<file path="config.mk">
export PLATFORM = sky130hd
export DESIGN_NAME = psdr_cell
export DESIGN_NICKNAME = d
export VERILOG_FILES = /design/src/hdl/priority_sstf_disk_request_scheduler_assert.svh /design/src/hdl/psdr_pkg.sv /design/src/hdl/psdr_cell.sv
export SDC_FILE = /design/constraint.sdc
export NUM_CORES = 1
export LEC_CHECK = 0
export ABC_AREA = 1
export ABC_CLOCK_PERIOD_IN_PS = 5100
export BUFFER_PORTS_ARGS = -buffer_cell sky130_fd_sc_hd__clkbuf_2
export CAP_MARGIN = 20
export CORE_MARGIN = 2
export CORE_UTILIZATION = 30
export CTS_CLUSTER_SIZE = 25
export DETAILED_ROUTE_END_ITERATION = 7
export SYNTH_ARGS = -nofsm -noshare
export SYNTH_HDL_FRONTEND = slang
export SYNTH_SLANG_ARGS = --single-unit
</file>
<file path="constraint.sdc">
create_clock -name clk_i -period 5.1 [get_ports clk_i]
set_clock_uncertainty 0.15 [all_clocks]
set_input_delay 0.51 -clock clk_i [delete_from_list [all_inputs] [get_ports clk_i]]
set_output_delay 0.51 -clock clk_i [all_outputs]
set_load 0.01 [all_outputs]
</file>
<file path="src/hdl/priority_sstf_disk_request_scheduler_assert.svh">
// Assertion macros shared by the disk request scheduler RTL.
// Depends on nothing; included by the files that carry assertions.
`ifndef PRIORITY_SSTF_DISK_REQUEST_SCHEDULER_ASSERT_SVH
`define PRIORITY_SSTF_DISK_REQUEST_SCHEDULER_ASSERT_SVH
`ifndef SYNTHESIS
// Property that must hold in the same cycle.
`define PSDR_ASSERT_NOW(lbl, clk, rstn, prop, msg) \
  lbl: assert property (@(posedge clk) disable iff (!rstn) (prop)) else $error(msg);
// Consequent that must hold in the cycle after the antecedent.
`define PSDR_ASSERT_NEXT(lbl, clk, rstn, ante, cons, msg) \
  lbl: assert property (@(posedge clk) disable iff (!rstn) (ante) |=> (cons)) else $error(msg);
`else
`define PSDR_ASSERT_NOW(lbl, clk, rstn, prop, msg)
`define PSDR_ASSERT_NEXT(lbl, clk, rstn, ante, cons, msg)
`endif
`endif

</file>
<file path="src/hdl/psdr_pkg.sv">
// Package of the disk request scheduler: beat types, status codes and
// register indexes. Depends on nothing.
package psdr_pkg;

  typedef enum logic [1:0] {
    STATUS_OK    = 2'd0,
    STATUS_FULL  = 2'd1,
    STATUS_EMPTY = 2'd2
  } status_e;

  typedef enum logic {
    REG_POLICY  = 1'b0,
    REG_LATENCY = 1'b1
  } reg_idx_e;

  localparam logic REQ_ENQUEUE  = 1'b0;
  localparam logic REQ_DISPATCH = 1'b1;

  localparam logic [7:0] OFFSET_RESET_VAL = 8'd5;

  typedef struct packed {
    logic        req_type;
    logic [7:0]  request_tag;
    logic [31:0] block_number;
    logic [2:0]  priority_level;
    logic        has_owner;
  } req_t;

  typedef struct packed {
    logic [1:0]  status_code;
    logic [7:0]  granted_tag;
    logic [31:0] granted_block;
    logic [32:0] seek_latency;
    logic [4:0]  pending_count;
  } rsp_t;

  // Payload of the running winner that travels down the cell chain.
  typedef struct packed {
    logic [7:0]  tag;
    logic [31:0] block;
    logic [31:0] seek_dist;
  } grant_t;

endpackage

</file>
<file path="src/hdl/psdr_cell.sv">
// One table slot of the scheduler plus one stage of the winner chain.
// Depends on psdr_pkg.
module psdr_cell #(
  parameter int QUEUE_DEPTH = 16,
  parameter int LEVEL_BITS  = 3,
  parameter int CELL_IDX    = 0
) (
  input  logic                               clk_i,
  input  logic                               rst_ni,
  input  logic                               policy_i,
  input  logic [31:0]                        head_i,
  input  logic                               ld_i,
  input  psdr_pkg::req_t                     ld_req_i,
  input  logic                               shift_i,
  input  logic                               nb_vld_i,
  input  logic [7:0]                         nb_tag_i,
  input  logic [31:0]                        nb_blk_i,
  input  logic [LEVEL_BITS-1:0]              nb_lvl_i,
  input  logic                               nb_own_i,
  output logic                               vld_o,
  output logic [7:0]                         tag_o,
  output logic [31:0]                        blk_o,
  output logic [LEVEL_BITS-1:0]              lvl_o,
  output logic                               own_o,
  input  logic                               bst_vld_i,
  input  logic                               bst_nown_i,
  input  logic [LEVEL_BITS-1:0]              bst_lvl_i,
  input  logic [$clog2(QUEUE_DEPTH)-1:0]     bst_idx_i,
  input  psdr_pkg::grant_t                   bst_gnt_i,
  output logic                               bst_vld_o,
  output logic                               bst_nown_o,
  output logic [LEVEL_BITS-1:0]              bst_lvl_o,
  output logic [$clog2(QUEUE_DEPTH)-1:0]     bst_idx_o,
  output psdr_pkg::grant_t                   bst_gnt_o
);
  import psdr_pkg::*;

  localparam int IDX_W = $clog2(QUEUE_DEPTH);
  localparam int KEY_W = 1 + LEVEL_BITS + 32;

  logic                  vld_q;
  logic [7:0]            tag_q;
  logic [31:0]           blk_q;
  logic [LEVEL_BITS-1:0] lvl_q;
  logic                  own_q;

  logic                  bst_vld_q;
  logic                  bst_nown_q;
  logic [LEVEL_BITS-1:0] bst_lvl_q;
  logic [IDX_W-1:0]      bst_idx_q;
  grant_t                bst_gnt_q;

  logic [32:0]           diff_bh;
  logic [32:0]           diff_hb;
  logic [31:0]           my_dist;
  logic [LEVEL_BITS-1:0] my_lvl;
  logic [KEY_W-1:0]      my_key;
  logic [KEY_W-1:0]      in_key;
  logic                  take;

  // Slot storage: closes the gap on a removal, loads on an append.
  always_ff @(posedge clk_i or negedge rst_ni) begin
    if (!rst_ni) begin
      vld_q <= 1'b0;
    end else if (shift_i) begin
      vld_q <= nb_vld_i;
    end else if (ld_i) begin
      vld_q <= 1'b1;
    end
  end

  always_ff @(posedge clk_i) begin
    if (shift_i) begin
      tag_q <= nb_tag_i;
      blk_q <= nb_blk_i;
      lvl_q <= nb_lvl_i;
      own_q <= nb_own_i;
    end else if (ld_i) begin
      tag_q <= ld_req_i.request_tag;
      blk_q <= ld_req_i.block_number;
      lvl_q <= LEVEL_BITS'(ld_req_i.priority_level);
      own_q <= ld_req_i.has_owner;
    end
  end

  assign vld_o = vld_q;
  assign tag_o = tag_q;
  assign blk_o = blk_q;
  assign lvl_o = lvl_q;
  assign own_o = own_q;

  // Sort key: unowned after owned, then level, then seek distance under SSTF.
  assign diff_bh = {1'b0, blk_q} - {1'b0, head_i};
  assign diff_hb = {1'b0, head_i} - {1'b0, blk_q};
  assign my_dist = diff_bh[32] ? diff_hb[31:0] : diff_bh[31:0];
  assign my_lvl  = own_q ? lvl_q : '0;
  assign my_key  = {~own_q, my_lvl, (policy_i ? my_dist : 32'd0)};
  assign in_key  = {bst_nown_i, bst_lvl_i, (policy_i ? bst_gnt_i.seek_dist : 32'd0)};
  // Strictly smaller wins, so equal keys keep the older entry upstream.
  assign take    = vld_q && (!bst_vld_i || (my_key < in_key));

  always_ff @(posedge clk_i or negedge rst_ni) begin
    if (!rst_ni) begin
      bst_vld_q <= 1'b0;
    end else begin
      bst_vld_q <= bst_vld_i || vld_q;
    end
  end

  always_ff @(posedge clk_i) begin
    if (take) begin
      bst_nown_q          <= ~own_q;
      bst_lvl_q           <= my_lvl;
      bst_idx_q           <= IDX_W'(CELL_IDX);
      bst_gnt_q.tag       <= tag_q;
      bst_gnt_q.block     <= blk_q;
      bst_gnt_q.seek_dist <= my_dist;
    end else begin
      bst_nown_q <= bst_nown_i;
      bst_lvl_q  <= bst_lvl_i;
      bst_idx_q  <= bst_idx_i;
      bst_gnt_q  <= bst_gnt_i;
    end
  end

  assign bst_vld_o  = bst_vld_q;
  assign bst_nown_o = bst_nown_q;
  assign bst_lvl_o  = bst_lvl_q;
  assign bst_idx_o  = bst_idx_q;
  assign bst_gnt_o  = bst_gnt_q;

endmodule

</file>
-- Word level (Yosys, flattened, before mapping)
Index checks and enable logic that the tools add are counted.
- register bits after elaboration: 126
- word-level logic and storage cells: 38
- $add $sub $neg: 2
- bitwise gates (word level): 1
- $lt $le $gt $ge: 1
- reductions and logical operators: 5
- mux-type cells: 17
- operator list (operator ; count):
    $mux W32 ; 5
    $mux W72 ; 1
    $lt A36 B36 Y1 ; 1
    $sub A32 B32 Y33 ; 1
    $sub A32 B32 Y32 ; 1
    $mux W8 ; 2
    $mux W3 ; 4
    $mux W1 ; 5
    $logic_or A1 B1 Y1 ; 2
    $reduce_bool A2 Y1 ; 1
    $logic_and A1 B1 Y1 ; 1
    $logic_not A1 Y1 ; 1
    $not A1 Y1 ; 1

-- Depth between registers and ports, before layout
- word-level depth: 7
- gate-level depth with buffers: 36
- gate-level depth less buffers: 31

-- Least setup slack after synthesis
OpenSTA, ideal clock, no wires.
- path kind: register to register
- start: reg blk_q[0], in the netlist blk_o[0]
- end: reg bst_nown_q, in the netlist bst_nown_o
- slack: 1.163 ns
- cell stages (with the launch flop): 33
- period minus slack after synthesis: 3.937 ns
- required time: 4.823 ns
- data arrival time: 3.660 ns
- setup time: 0.127 ns
- buffers on the path: 4
- cells stage by stage: edfxtp_1 inv_1 ha_1 inv_1 fa_1 nand3_1 nand3_1 nand2_1 nand2_2 nand2_1 nand2_1 nand2_1 nand2_2 inv_2 buf_6 buf_6 nand2_1 nand2_1 nor2_1 ha_1 nand2_1 nor2_1 nand2_1 nor2_1 nand2_1 nor2_1 nor2_1 nand2_1 nand2_1 nand2_2 buf_2 buf_2 o21ai_0
- longest elaborated chain between the ends: 7
- RTL lines (element ; line ; source):
    from (decl) ; psdr_cell.sv:43 ; logic [31:0] blk_q;
    from (signal assigned) ; psdr_cell.sv:75 ; blk_q <= nb_blk_i;
    from (signal assigned) ; psdr_cell.sv:80 ; blk_q <= ld_req_i.block_number;
    $sub A32 B32 Y33 / $sub A32 B32 Y32 (equally long branches) ; psdr_cell.sv:93, psdr_cell.sv:94 ;
    $mux W32 (*) ; psdr_cell.sv:95 ; assign my_dist = diff_bh[32] ? diff_hb[31:0] : diff_bh[31:0];
    $mux W32 (*) ; psdr_cell.sv:97 ; assign my_key = {~own_q, my_lvl, (policy_i ? my_dist : 32'd0)};
    $lt A36 B36 Y1 (*) ; psdr_cell.sv:100 ; assign take = vld_q && (!bst_vld_i || (my_key < in_key));
    $logic_or A1 B1 Y1 (*) ; psdr_cell.sv:100 ;
    $logic_and A1 B1 Y1 (*) ; psdr_cell.sv:100 ;
    $mux W1 (*) ; psdr_cell.sv:111 ; if (take) begin
    to (signal assigned) ; psdr_cell.sv:112 ; bst_nown_q <= ~own_q;
    to (signal assigned) ; psdr_cell.sv:119 ; bst_nown_q <= bst_nown_i;
    to (decl) ; psdr_cell.sv:48 ; logic bst_nown_q;
Mark *: on every way between the ends. The rest lies on a longest branch, timed or not.
A chain may end at the register's enable or synchronous reset.

-- Worst setup path after layout
- start: reg blk_q[0], in the netlist blk_o[0]
- end: reg bst_gnt_q (netlist bit bst_gnt_o[44])
- longest elaborated chain between the ends: 7
- RTL lines (element ; line ; source):
    $sub A32 B32 Y33 / $sub A32 B32 Y32 (equally long branches) ; psdr_cell.sv:93, psdr_cell.sv:94 ;
    $mux W32 (*) ; psdr_cell.sv:95 ;
    $mux W32 (*) ; psdr_cell.sv:97 ;
    $lt A36 B36 Y1 (*) ; psdr_cell.sv:100 ;
    $logic_or A1 B1 Y1 (*) ; psdr_cell.sv:100 ;
    $logic_and A1 B1 Y1 (*) ; psdr_cell.sv:100 ;
    $mux W72 (*) ; psdr_cell.sv:111 ;
    to (signal assigned) ; psdr_cell.sv:122 ; bst_gnt_q <= bst_gnt_i;
    to (decl) ; psdr_cell.sv:51 ; grant_t bst_gnt_q;
Marks and branches as above.

==> flow_summary.yaml <==
floorplanning:
  ios: 334
  initial_core_util: 0.3063
  core_um2: 34710
  die_area_um2: 36970
  die-width_um: 192.3
  num_rows: 68
  die_y_um: 192.3
route:
  dr.pass1.iters: 5
  via_per_inst: 4.330
  drt_iter0_drc: 594
  remaining_drc_errors: 0
  wl_per_cell_um: 13.79
  ant_nets: 0
  num_vias: 11142
  totalWireLength_um: 35470
global_route:
  grt_pass1_wl_um: 54700
  grt_overflow: 0
  grt_max_degree: 78
  antenna_found_initial: 0
  grt_pass1_vias: 10443
  grt_usage: 0.1916
synth:
  syn_area_um2: 10630
  syn_inst: 1785
  synthSimpleGateAreaFrac: 0.3898
  yosys.area_share.xor_xnor: 0.02471
  async_reset_ff_frac: 0.01587
  ys.flop_type: "dfxtp_1"
  synth-edff-count: 44
  yosys.area_share.adder: 0.1191
  synth.distinct_cells: 32
  synth_top_family_by_area: "simple AND/OR/NAND/NOR gates"
  syn_nets: 2093
  synth_warnings: 0
  synth_area_per_cell_um2: 5.957
  yosysSeqAreaShare: 0.2796
  synthMuxAreaShare: 0
  synth_compound_area_frac: 0.06012
  ys_ff_latch: 126
setup_path:
  crit_slowest_cell: "fa_1"
  slowest_delay_ns: 0.47
  r2r_slack_ns: 0.50
  cp_max_fo: 59
  critical_path_required_ns: 5.27
  critPathArrivalTime_ns: 4.76
  critPathKind: "flop to flop"
  worstSetupEndpointType: "flop"
  path_common_cell: "nand2_1"
  r2r.worst_path.cells: 30
  startpoint_type: "flop"
layout:
  antenna_cells: 0
  syn_to_final_growth_pct: 26.03
  fillers: 3843
  finalNonFillerCells: 2573
  fin_util: 0.3861
  drive_gt1_frac: 0.1856
  final_nets: 2413
sta:
  rsz0062_at_grt: "no"
  final_hold_viol_count: 0
  slew_headroom: 0.4161
  maxSlewViolCount: 0
  period_needed_ns: 4.596
  holdWs_ns: 0.1062
  setup_ws_ns: 0.5041
  setup_viol: 0
  tightest_slew_ns: 0.8759
  fin_setup_tns_ns: 0
  timing.final.crit_share: 0.9012
  fmax_mhz: 217.6
placed_design:
  dp_cells: 2539
  place.gp.congestion: 0.8830
  io_buffers: 332
  preCtsSetupSlack_ns: 0.3758
  dp_hpwl_um: 29880
clocking:
  cts_buffer_depth: 2
  clock_latency_ns: 0.44
  post_cts_buffers: 0
  cts_tree: "built"
  cts_buffers: 17
  cts-root-buf: "clkbuf_16"
  cts_sinks: 126
  h-tree-depth: 4
  clkSlewWorstSetupHoldPaths_ns: 0.07
min_path:
  min_path_type: "primary input to flop"
  min_path_cells: 3
outcome:
  outcome: "complete, no violations"
job:
  maxCapViolCount: 0
power_and_ir_drop:
  ir_worst_vdd_mv: 0.2568
  leakage_nw: 8.161
  power_density_nw_per_um2: 325.0
-- cells by family (layout without fill, tap and decap cells) --
family          after synthesis  after routing
buf+inv                     349            682
simple gates               1058           1058
flops                       126            126
xor+xnor                     30             30
compound gates              122            122
fa+ha+maj                   100            100
-- per-layer routing --
| metal | vias up | track usage | wire, um |
|---|---|---|---|
| li1 | 6011 | - | - |
| met1 | 4843 | 0.2620 | 17070 |
| met2 | 268 | 0.3128 | 16150 |
| met3 | 20 | 0.03328 | 1861 |
| met4 | 0 | 0.04639 | 386 |
| met5 | - | 0 | 0 |
-- cells in the final DEF, fill, tap and decap left out, types with 44 or more instances in the layout --
cell        n
nand2_1   867
ha_1       98
o21ai_0    58
clkbuf_2  332
dfxtp_1    80
nor2_1     97
a21oi_1    46
nand3_1    61
inv_1     304
edfxtp_1   44
-- where the power goes --
| group | internal, mW | switching (mW) |
|---|---|---|
| clock network | 0.677 | 0.513 |
| registers | 1.23 | 0.0726 |
| logic | 0.658 | 1.21 |
| total | 2.56 | 1.79 |
-- state kept, by name (all words and copies together) (netlist names) --
| register | flops |
|---|---|
| lvl_o | 3 |
| bst_nown_o | 1 |
| own_o | 1 |
| vld_o | 1 |
| bst_idx_o | 4 |
| tag_o | 8 |
| bst_lvl_o | 3 |
| bst_gnt_o | 72 |
| blk_o | 32 |
| bst_vld_o | 1 |
-- layout make-up --
cell class	instances	area (um^2)	share of cell area
Sequential cell	126	2973	0.2218
Multi-Input combinational cell	1310	6322	0.4718
Inverter	307	1152	0.08599
Clock buffer	17	425.4	0.03174
Timing Repair Buffer	343	1822	0.1359
Clock inverter	15	137.6	0.01027
Tap cell	455	569.3	0.04248
-- path summary, 6_finish.rpt --
check	startpoint	endpoint
setup / recovery	blk_o[0]	bst_gnt_o[44]
hold / removal	bst_gnt_i[66]	bst_gnt_o[66]
setup reg to reg	blk_o[0]	bst_gnt_o[44]
hold reg to reg	tag_o[0]	bst_gnt_o[64]
max in group asynchronous	rst_ni	bst_vld_o
min in group asynchronous	rst_ni	vld_o
-- metrics by stage --
| step | power (mW) | instance area [um^2] |
|---|---|---|
| after CTS | 4.399 | 13370 |
| after detailed placement | 3.191 | 12800 |
| after floorplan | 2.493 | 10630 |
| final | 4.355 | 13400 |
| after global placement | 3.170 | 12800 |
| after global routing | 4.720 | 13400 |
-- worst max-delay path: cells and delay by family (launching register included) --
family | cells | cell delay (ns)
AOI/OAI and AO/OA | 1 | 0.13
adders and majority gates | 3 | 0.93
buffers and inverters | 5 | 0.68
DFF | 1 | 0.41
and+or+nand+nor | 21 | 2.10
-- synth_stat cells, types with 3 or more instances --
master      n  share of area
a21o_1      3         0.0021
ha_1       98           0.12
clkbuf_1   22         0.0078
o21ai_2     3         0.0025
buf_2      12         0.0056
xor2_1     25          0.021
o21ai_0    58          0.027
edfxtp_1   44           0.12
nand3b_1    5         0.0035
dfxtp_1    80           0.15
xnor2_1     5         0.0041
nor2_2      3         0.0018
nand3_1    61          0.029
o21ai_1     7         0.0033
nand2_2     5         0.0029
a21oi_1    47          0.022
nand2_1   867           0.31
nand4_1    15         0.0088
nor2_1     97          0.034
inv_1     304           0.11
o21bai_1    3         0.0021
buf_1       4         0.0014
inv_2       3         0.0011
-- timing repair --
| action | CTS | global route |
|---|---|---|
| endpoints found under the hold margin | 2 | 0 |
| endpoints found under the setup margin | 0 | 1 |
| hold buffers | 1 | 0 |
| resized for setup | 0 | 1 |
Note: power is estimated with default switching activity, not from simulation.
